### src/design/dcpid_pkg.sv
package dcpid_pkg;

  localparam int CHANNELS = 2;
  localparam int IDX_W = (CHANNELS > 1) ? $clog2(CHANNELS) : 1;

  localparam int GAIN_W  = 24;
  localparam int LIMIT_W = 23;
  localparam int DEAD_W  = 15;
  localparam int COUNT_W = 16;
  localparam int INTEG_W = 24;
  localparam int DERIV_W = COUNT_W + 1;
  localparam int DRIVE_W = 48;
  localparam int CFG_ADDR_W = 3;
  localparam int CFG_DATA_W = 24;

  localparam int PROD_P_W = GAIN_W + COUNT_W;
  localparam int PROD_I_W = GAIN_W + INTEG_W;
  localparam int PROD_D_W = GAIN_W + DERIV_W;
  localparam int SUM_W    = DRIVE_W + 8;

  localparam logic signed [GAIN_W-1:0]  GAIN_P_RESET = 24'sd1311;
  localparam logic signed [GAIN_W-1:0]  GAIN_I_RESET = 24'sd1966;
  localparam logic signed [GAIN_W-1:0]  GAIN_D_RESET = 24'sd0;
  localparam logic [LIMIT_W-1:0]        LIMIT_RESET  = 23'd512;
  localparam logic [DEAD_W-1:0]         DEAD_RESET   = 15'd0;
  localparam logic signed [COUNT_W-1:0] TARGET_RESET = 16'sd0;

  typedef enum logic [CFG_ADDR_W-1:0] {
    REG_GAIN_P         = 3'd0,
    REG_GAIN_I         = 3'd1,
    REG_GAIN_D         = 3'd2,
    REG_INTEGRAL_LIMIT = 3'd3,
    REG_DEAD_BAND      = 3'd4,
    REG_TARGET_A       = 3'd5,
    REG_TARGET_B       = 3'd6
  } reg_idx_t;

  typedef struct packed {
    logic signed [GAIN_W-1:0]  gain_p;
    logic signed [GAIN_W-1:0]  gain_i;
    logic signed [GAIN_W-1:0]  gain_d;
    logic [LIMIT_W-1:0]        integral_limit;
    logic [DEAD_W-1:0]         dead_band;
    logic signed [COUNT_W-1:0] target_a;
    logic signed [COUNT_W-1:0] target_b;
  } cfg_t;

  typedef struct packed {
    logic signed [INTEG_W-1:0] integ;
    logic signed [COUNT_W-1:0] prev_err;
  } state_t;

  typedef struct packed {
    logic             en;
    logic [IDX_W-1:0] idx;
    state_t           data;
  } ram_wr_t;

  typedef struct packed {
    logic                      ch;
    logic signed [COUNT_W-1:0] err;
    logic signed [INTEG_W-1:0] integ;
    logic signed [DERIV_W-1:0] deriv;
  } upd_t;

endpackage

### src/design/dcpid_cfg.sv
module dcpid_cfg (
  input  logic                                clk,
  input  logic                                rst,
  input  logic                                cfg_wr_en,
  input  logic [dcpid_pkg::CFG_ADDR_W-1:0]    cfg_addr,
  input  logic [dcpid_pkg::CFG_DATA_W-1:0]    cfg_wdata,
  output dcpid_pkg::cfg_t                     cfg
);

  always_ff @(posedge clk) begin
    if (rst) begin
      cfg.gain_p         <= dcpid_pkg::GAIN_P_RESET;
      cfg.gain_i         <= dcpid_pkg::GAIN_I_RESET;
      cfg.gain_d         <= dcpid_pkg::GAIN_D_RESET;
      cfg.integral_limit <= dcpid_pkg::LIMIT_RESET;
      cfg.dead_band      <= dcpid_pkg::DEAD_RESET;
      cfg.target_a       <= dcpid_pkg::TARGET_RESET;
      cfg.target_b       <= dcpid_pkg::TARGET_RESET;
    end else if (cfg_wr_en) begin
      case (dcpid_pkg::reg_idx_t'(cfg_addr))
        dcpid_pkg::REG_GAIN_P:         cfg.gain_p <= cfg_wdata;
        dcpid_pkg::REG_GAIN_I:         cfg.gain_i <= cfg_wdata;
        dcpid_pkg::REG_GAIN_D:         cfg.gain_d <= cfg_wdata;
        dcpid_pkg::REG_INTEGRAL_LIMIT: cfg.integral_limit <= cfg_wdata[dcpid_pkg::LIMIT_W-1:0];
        dcpid_pkg::REG_DEAD_BAND:      cfg.dead_band <= cfg_wdata[dcpid_pkg::DEAD_W-1:0];
        dcpid_pkg::REG_TARGET_A:       cfg.target_a <= cfg_wdata[dcpid_pkg::COUNT_W-1:0];
        dcpid_pkg::REG_TARGET_B:       cfg.target_b <= cfg_wdata[dcpid_pkg::COUNT_W-1:0];
        default: ;
      endcase
    end
  end

endmodule

### src/design/dcpid_state_ram.sv
module dcpid_state_ram (
  input  logic                          clk,
  input  logic                          rst,
  input  logic                          rd_en,
  input  logic [dcpid_pkg::IDX_W-1:0]   rd_idx,
  output dcpid_pkg::state_t             rd_data,
  input  dcpid_pkg::ram_wr_t            wr
);

  dcpid_pkg::state_t               mem [dcpid_pkg::CHANNELS];
  logic [dcpid_pkg::CHANNELS-1:0]  written;
  dcpid_pkg::state_t               rd_q;
  logic                            rd_hit;

  always_ff @(posedge clk) begin
    if (wr.en) begin
      mem[wr.idx] <= wr.data;
    end
    if (rd_en) begin
      rd_q <= mem[rd_idx];
    end
  end

  always_ff @(posedge clk) begin
    if (rst) begin
      written <= '0;
      rd_hit  <= 1'b0;
    end else begin
      if (wr.en) begin
        written[wr.idx] <= 1'b1;
      end
      if (rd_en) begin
        rd_hit <= written[rd_idx];
      end
    end
  end

  // never-written entries read as the cleared state
  assign rd_data = rd_hit ? rd_q : '0;

endmodule

### src/design/dcpid_update.sv
module dcpid_update (
  input  logic                                clk,
  input  logic                                rst,
  input  dcpid_pkg::cfg_t                     cfg,
  input  logic                                in_valid,
  output logic                                in_ready,
  input  logic                                in_ch,
  input  logic signed [dcpid_pkg::COUNT_W-1:0] in_count,
  output logic                                rd_en,
  output logic [dcpid_pkg::IDX_W-1:0]         rd_idx,
  input  dcpid_pkg::state_t                   rd_data,
  output dcpid_pkg::ram_wr_t                  wr,
  output logic                                out_valid,
  input  logic                                out_ready,
  output dcpid_pkg::upd_t                     out_data
);

  localparam int IW = dcpid_pkg::INTEG_W + 1;
  localparam int EW = dcpid_pkg::COUNT_W + 1;

  logic                                 v1;
  logic                                 v2;
  logic                                 rdy1;
  logic                                 rdy2;
  logic                                 acc;
  logic                                 adv1;

  logic signed [dcpid_pkg::COUNT_W-1:0] target;
  logic signed [dcpid_pkg::COUNT_W-1:0] err_raw;
  logic signed [EW-1:0]                 err_ext;
  logic signed [EW-1:0]                 dead_ext;
  logic signed [dcpid_pkg::COUNT_W-1:0] err0;
  logic [dcpid_pkg::IDX_W-1:0]          idx0;

  logic                                 s1_ch;
  logic [dcpid_pkg::IDX_W-1:0]          s1_idx;
  logic signed [dcpid_pkg::COUNT_W-1:0] s1_err;

  logic                                 fwd_valid;
  logic [dcpid_pkg::IDX_W-1:0]          fwd_idx;
  dcpid_pkg::state_t                    fwd_state;

  dcpid_pkg::state_t                    cur;
  logic signed [IW-1:0]                 sum;
  logic signed [IW-1:0]                 lim;
  logic signed [IW-1:0]                 clamped;
  logic signed [dcpid_pkg::INTEG_W-1:0] integ;
  logic signed [dcpid_pkg::DERIV_W-1:0] deriv;

  assign rdy2     = !v2 || out_ready;
  assign rdy1     = !v1 || rdy2;
  assign in_ready = rdy1;
  assign acc      = in_valid && rdy1;
  assign adv1     = v1 && rdy2;

  always_comb begin
    target   = in_ch ? cfg.target_b : cfg.target_a;
    err_raw  = target - in_count;
    err_ext  = EW'(err_raw);
    dead_ext = $signed({2'b00, cfg.dead_band});
    if ((err_ext > -dead_ext) && (err_ext < dead_ext)) begin
      err0 = '0;
    end else begin
      err0 = err_raw;
    end
    if (int'(in_ch) < dcpid_pkg::CHANNELS) begin
      idx0 = dcpid_pkg::IDX_W'(in_ch);
    end else begin
      idx0 = dcpid_pkg::IDX_W'(dcpid_pkg::CHANNELS - 1);
    end
  end

  assign rd_en  = acc;
  assign rd_idx = idx0;

  always_comb begin
    if (fwd_valid && (fwd_idx == s1_idx)) begin
      cur = fwd_state;
    end else begin
      cur = rd_data;
    end
    sum = IW'(cur.integ) + IW'($signed({s1_err, 8'b0}));
    lim = $signed({2'b00, cfg.integral_limit});
    if (sum > lim) begin
      clamped = lim;
    end else if (sum < -lim) begin
      clamped = -lim;
    end else begin
      clamped = sum;
    end
    integ = clamped[dcpid_pkg::INTEG_W-1:0];
    deriv = dcpid_pkg::DERIV_W'(s1_err) - dcpid_pkg::DERIV_W'(cur.prev_err);
  end

  assign wr.en            = adv1;
  assign wr.idx           = s1_idx;
  assign wr.data.integ    = integ;
  assign wr.data.prev_err = s1_err;

  always_ff @(posedge clk) begin
    if (rst) begin
      v1        <= 1'b0;
      v2        <= 1'b0;
      fwd_valid <= 1'b0;
    end else begin
      if (acc) begin
        v1 <= 1'b1;
      end else if (adv1) begin
        v1 <= 1'b0;
      end
      if (adv1) begin
        v2        <= 1'b1;
        fwd_valid <= 1'b1;
      end else if (out_ready) begin
        v2 <= 1'b0;
      end
    end
  end

  always_ff @(posedge clk) begin
    if (acc) begin
      s1_ch  <= in_ch;
      s1_idx <= idx0;
      s1_err <= err0;
    end
    if (adv1) begin
      fwd_idx        <= s1_idx;
      fwd_state      <= wr.data;
      out_data.ch    <= s1_ch;
      out_data.err   <= s1_err;
      out_data.integ <= integ;
      out_data.deriv <= deriv;
    end
  end

  assign out_valid = v2;

endmodule

### src/design/dcpid_drive.sv
module dcpid_drive (
  input  logic                                clk,
  input  logic                                rst,
  input  dcpid_pkg::cfg_t                     cfg,
  input  logic                                in_valid,
  output logic                                in_ready,
  input  dcpid_pkg::upd_t                     in_data,
  output logic                                m_tvalid,
  input  logic                                m_tready,
  output logic                                m_tuser,
  output logic [dcpid_pkg::DRIVE_W-1:0]       m_tdata
);

  localparam int SW = dcpid_pkg::SUM_W;

  logic                                  v3;
  logic                                  rdy3;
  logic                                  rdyo;
  logic                                  ch3;
  logic signed [dcpid_pkg::PROD_P_W-1:0] prod_p;
  logic signed [dcpid_pkg::PROD_I_W-1:0] prod_i;
  logic signed [dcpid_pkg::PROD_D_W-1:0] prod_d;
  logic signed [dcpid_pkg::PROD_P_W-1:0] prod_p_next;
  logic signed [dcpid_pkg::PROD_I_W-1:0] prod_i_next;
  logic signed [dcpid_pkg::PROD_D_W-1:0] prod_d_next;
  logic signed [SW-1:0]                  sum;

  assign rdyo     = !m_tvalid || m_tready;
  assign rdy3     = !v3 || rdyo;
  assign in_ready = rdy3;

  always_comb begin
    prod_p_next = cfg.gain_p * in_data.err;
    prod_i_next = cfg.gain_i * in_data.integ;
    prod_d_next = cfg.gain_d * in_data.deriv;
  end

  // Q.24 sum, floor to Q.16 by dropping the low 8 bits
  assign sum = (SW'(prod_p) <<< 8) + SW'(prod_i) + (SW'(prod_d) <<< 8);

  always_ff @(posedge clk) begin
    if (rst) begin
      v3       <= 1'b0;
      m_tvalid <= 1'b0;
    end else begin
      if (in_valid && rdy3) begin
        v3 <= 1'b1;
      end else if (rdyo) begin
        v3 <= 1'b0;
      end
      if (v3 && rdyo) begin
        m_tvalid <= 1'b1;
      end else if (m_tready) begin
        m_tvalid <= 1'b0;
      end
    end
  end

  always_ff @(posedge clk) begin
    if (in_valid && rdy3) begin
      ch3    <= in_data.ch;
      prod_p <= prod_p_next;
      prod_i <= prod_i_next;
      prod_d <= prod_d_next;
    end
    if (v3 && rdyo) begin
      m_tuser <= ch3;
      m_tdata <= sum[SW-1:8];
    end
  end

endmodule

### src/design/dual_channel_pid_deadzone.sv
// Two-channel PID position loop with deadzone and integral clamp.
// Input stream (s_*): one item per encoder sample, channel in s_tuser and
// the signed count in s_tdata. Output stream (m_*): one item per input, in
// input order, channel in m_tuser and the signed Q32.16 drive in m_tdata.
// Configuration: cfg_wr_en writes cfg_wdata to register cfg_addr (0 gain_p,
// 1 gain_i, 2 gain_d, 3 integral_limit, 4 dead_band, 5 target_a, 6 target_b);
// other indexes are ignored. Write only while no item is in flight.
// Throughput: one item per cycle while m_tready is high. Four register
// stages: error and state read, integral update and write-back, the three
// gain multiplies, and the sum into the output register.
// Integral and previous error live in a per-channel state memory with a
// registered read; a back-to-back item on the same channel takes the value
// just written from a forwarding register.
// Reset: registers return to their defaults, the pipeline empties and the
// state reads as zero until each channel is written again.
// Stall: when m_tready is low the output holds; earlier stages keep filling
// until the pipeline is full, then s_tready drops.
module dual_channel_pid_deadzone (
  input  logic                              clk,
  input  logic                              rst,
  input  logic                              s_tvalid,
  output logic                              s_tready,
  input  logic                              s_tuser,  // [0] channel
  input  logic [dcpid_pkg::COUNT_W-1:0]     s_tdata,  // [15:0] position
  output logic                              m_tvalid,
  input  logic                              m_tready,
  output logic                              m_tuser,  // [0] channel_out
  output logic [dcpid_pkg::DRIVE_W-1:0]     m_tdata,  // [47:0] drive
  input  logic                              cfg_wr_en,
  input  logic [dcpid_pkg::CFG_ADDR_W-1:0]  cfg_addr,
  input  logic [dcpid_pkg::CFG_DATA_W-1:0]  cfg_wdata
);

  dcpid_pkg::cfg_t                   cfg;
  logic                              rd_en;
  logic [dcpid_pkg::IDX_W-1:0]       rd_idx;
  dcpid_pkg::state_t                 rd_data;
  dcpid_pkg::ram_wr_t                wr;
  logic                              upd_valid;
  logic                              upd_ready;
  dcpid_pkg::upd_t                   upd_data;

  dcpid_cfg u_cfg (
    .clk       (clk),
    .rst       (rst),
    .cfg_wr_en (cfg_wr_en),
    .cfg_addr  (cfg_addr),
    .cfg_wdata (cfg_wdata),
    .cfg       (cfg)
  );

  dcpid_state_ram u_ram (
    .clk     (clk),
    .rst     (rst),
    .rd_en   (rd_en),
    .rd_idx  (rd_idx),
    .rd_data (rd_data),
    .wr      (wr)
  );

  dcpid_update u_update (
    .clk       (clk),
    .rst       (rst),
    .cfg       (cfg),
    .in_valid  (s_tvalid),
    .in_ready  (s_tready),
    .in_ch     (s_tuser),
    .in_count  ($signed(s_tdata)),
    .rd_en     (rd_en),
    .rd_idx    (rd_idx),
    .rd_data   (rd_data),
    .wr        (wr),
    .out_valid (upd_valid),
    .out_ready (upd_ready),
    .out_data  (upd_data)
  );

  dcpid_drive u_drive (
    .clk      (clk),
    .rst      (rst),
    .cfg      (cfg),
    .in_valid (upd_valid),
    .in_ready (upd_ready),
    .in_data  (upd_data),
    .m_tvalid (m_tvalid),
    .m_tready (m_tready),
    .m_tuser  (m_tuser),
    .m_tdata  (m_tdata)
  );

endmodule

### config.mk
export PLATFORM = sky130hd
export DESIGN_NAME = dual_channel_pid_deadzone
export DESIGN_NICKNAME = d
export VERILOG_FILES = /design/src/design/dcpid_pkg.sv /design/src/design/dcpid_cfg.sv /design/src/design/dcpid_state_ram.sv /design/src/design/dcpid_update.sv /design/src/design/dcpid_drive.sv /design/src/design/dual_channel_pid_deadzone.sv
export SDC_FILE = /design/constraint.sdc
export NUM_CORES = 2
export LEC_CHECK = 0
export ABC_AREA = 0
export BUFFER_PORTS_ARGS = -buffer_cell sky130_fd_sc_hd__buf_4
export CORE_MARGIN = 2
export CORE_UTILIZATION = 45
export DETAILED_ROUTE_END_ITERATION = 10
export SETUP_SLACK_MARGIN = 0.05
export SLEW_MARGIN = 20
export SYNTH_ARGS = -nofsm -noshare
export SYNTH_HDL_FRONTEND = slang
export SYNTH_SLANG_ARGS = --single-unit
### constraint.sdc
create_clock -name clk -period 24.7 [get_ports clk]
set_clock_uncertainty 0.1 [all_clocks]
set_input_delay 2.47 -clock clk [delete_from_list [all_inputs] [get_ports clk]]
set_output_delay 2.47 -clock clk [all_outputs]
set_load 0.005 [all_outputs]
==> impl_metrics.yaml <==
status:
  status: "finished clean"
drt:
  via_per_inst: 5.32
  routedWlPerCell_um: 21.6
  antenna_left: 0
  drc: 0
  first_pass_iters: 6
  vias: 52200
  drt-initial-drc-count: 3545
  drt-total-wl_um: 212000
synth:
  synth_area_leaders: "fa_1 39%, edfxtp_1 15%, ha_1 8.3%, inv_1 7.7%, nand2_1 5.9%"
  synth_seq_cells: 510
  syn-instance-count: 7661
  netlist_area_um2: 74100
  yosysSeqAreaShare_pct: 18.6
  yosysUniqueCellTypes: 80
  synth.top_cell.area_share_pct: 38.5
  synthArstFlopShare_pct: 0
  syn_nets: 9630
  synth_top_cell_by_area: "fa_1"
  ys.flop_type: "edfxtp_1"
  ys_warn_count: 0
  synth_edf_count: 360
  syn_area_per_cell_um2: 9.68
final_layout:
  regArea_um2: 13800
  filler_cell_count: 15200
  syn_to_final_growth_pct: 7.14
  layout.nets: 9563
  layout_commonest_cell: "inv_1"
  drive_gt1_share_pct: 4.97
  layout_common_cells: "1519 x inv_1, 1426 x fa_1, 1168 x nand2_1"
  multiInputGateArea_um2: 53500
critical_path:
  critical_path_arrival_ps: 9000
  crit_required_ps: 24990
  critPathMaxFanout: 25
  crit_path_start_kind: "register"
  worstSetupPathType: "reg -> reg"
  end_kind: "register"
sta:
  fin_crit_sh_pct: 35.3
  report.final.slew_viol_count: 0
  setup_ws_ps: 15990
  timing_hold_violations_final: 0
  finalSetupTns_ps: 0
  grt_setup_unrepaired: "no"
  worst-slew-pin-transition_ps: 1200
  period_needed_ps: 8710
  final-setup-viol-count: 0
  maxSlewHeadroom_pct: 17.9
  fmax_ghz: 0.115
clock_tree:
  cts_buffer_depth: 3
  numCtsBuffers: 67
  post_cts_buffers: 0
  cts_tree: "done"
  cts.sinks: 510
  ctsResizeCount: 0
  htree_levels: 3
  clk_latency_ps: 690
  clk_pin_slew_ps: 60
  hold_buffers: 0
  root_buffer: "clkbuf_16"
place:
  gp_congestion: 0.931
  io_buffers: 99
  place_ws_ps: 15820
  dpl.hpwl_um: 168000
global_route:
  busiest_layer: "met2"
  grt_max_degree: 94
  grtUsageMet2_pct: 42.7
  grt_util_all_layers_pct: 26.1
  first_global_vias: 57000
  grt_pass1_wl_um: 335000
  globalRouteOverflowTotal: 0
  antenna_found_initial: 8
  grtUsageMet1_pct: 34.6
  grt_util_met3_pct: 4.36
floorplanning:
  core_um2: 163000
  io_pins: 100
  die_w_um: 410
  std_cell_rows: 148
  dieArea_um2: 168000
  die_h_um: 410
  start_util_pct: 45.4
min_path:
  hold_class: "reg -> reg"
job:
  drv_cap: 0
[Yosys cell counts, types with 4 or more instances]
cell       instances
o21a_1            52
a22oi_1            6
or3_1             13
nor2_1           171
clkbuf_1         304
inv_1           1519
and3_1            36
o31ai_1           10
nand4_1           37
buf_4              6
a21oi_1          335
mux2i_1           10
o21ai_0          113
a2111oi_0          7
a31oi_1           13
o21bai_1          22
a21boi_0          14
edfxtp_1         360
nand3_1           76
nand2b_1          68
o211ai_1           8
buf_1              7
dfxtp_1          150
a211o_1            8
nor3_1            50
o2111ai_1          4
o31a_1             7
xor2_1            54
and4_1             5
ha_1             494
o21ai_1            4
a211oi_1          19
nor4_1            16
o221ai_1           4
a21o_1            90
o41ai_1            4
nor2b_1           50
or2_2             11
nand3b_1          22
nand2_1         1169
mux2_2            54
fa_1            1426
and2_1           597
xnor2_1          184
[worst max-delay path, cell delays in order, from the launching register on]
cell and delay [ps]:
edfxtp_1 990, nand2_1 190, fa_1 590, fa_1 440, fa_1 570, inv_1 60, fa_1 500, inv_1 60
fa_1 550, inv_1 50, fa_1 480, inv_1 50, fa_1 480, inv_1 40, ha_1 330, a21o_1 200
nand3b_1 170, nor2_1 100, a211oi_1 140, a2111oi_0 1090, buf_4 300, o211a_1 270, nor2_1 110, a21oi_1 250
o21ai_1 130, xor2_1 150
[worst paths after layout]
path / start / end / slack (ps) / cells past startpoint
hold / removal: u_drive.ch3$_DFFE_PP_ / u_drive.m_tuser$_DFFE_PP_ / 320 / 0
hold reg to reg: u_drive.ch3$_DFFE_PP_ / u_drive.m_tuser$_DFFE_PP_ / 320 / 0
setup reg to reg: u_update.out_data[20]$_DFFE_PP_ / u_drive.prod_i[39]$_DFFE_PP_ / 15990 / 25
setup / recovery: u_update.out_data[20]$_DFFE_PP_ / u_drive.prod_i[39]$_DFFE_PP_ / 15990 / 25
[stage by stage]
| stage | hold slack [ps] | util (%) | cells | cell area, um2 |
|---|---|---|---|---|
| global placement | 306 | 47.2 | 9696 | 77000 |
| global route | 328 | 48.7 | 9822 | 79400 |
| detailed placement | 316 | 47.2 | 9696 | 77000 |
| finish | 324 | 48.7 | 9828 | 79400 |
| floorplan | 300 | - | 7661 | 74100 |
| CTS | 322 | 48.6 | 9818 | 79300 |
[cells by family (layout without fill, tap and decap cells)]
kind of cell | after synthesis | in the layout | share of synthesized area, %
fa+ha+maj | 1920 | 1920 | 46.8
flops | 510 | 510 | 18.6
buf+inv | 1837 | 1823 | 9.33
xor+xnor | 238 | 238 | 2.81
mux | 64 | 64 | 0.955
other cells | 0 | 6 | 0
compound gates | 757 | 757 | 6.34
simple gates | 2335 | 2335 | 15.1
[final cells by class]
class	instances	area share, %
Tap cell	2175	3.43
Timing Repair Buffer	181	1.76
Antenna cell	6	0.0189
Sequential cell	510	17.4
Clock inverter	40	0.647
Multi-Input combinational cell	5314	67.3
Inverter	1520	7.18
Clock buffer	82	2.24
[flip-flops by register name, indices dropped and copies added (netlist names), 2 cells and up]
register,flops
u_drive.prod_p,40
u_drive.prod_i,40
u_update.out_data,58
u_ram.mem,80
u_ram.rd_q,40
u_drive.prod_d,41
u_update.s1_err,16
u_drive.m_tdata,42
u_ram.written,2
u_cfg.cfg,142
[per-layer routing]
metal | part of all wire, % | routed length (um)
met1 | 42 | 89500
met2 | 46 | 97600
met3 | 7.1 | 15100
met4 | 4.8 | 10300
met5 | 0 | 0
Power is not shown: default switching activity piles up to over one toggle a cycle in this logic, so the estimate is an artifact.
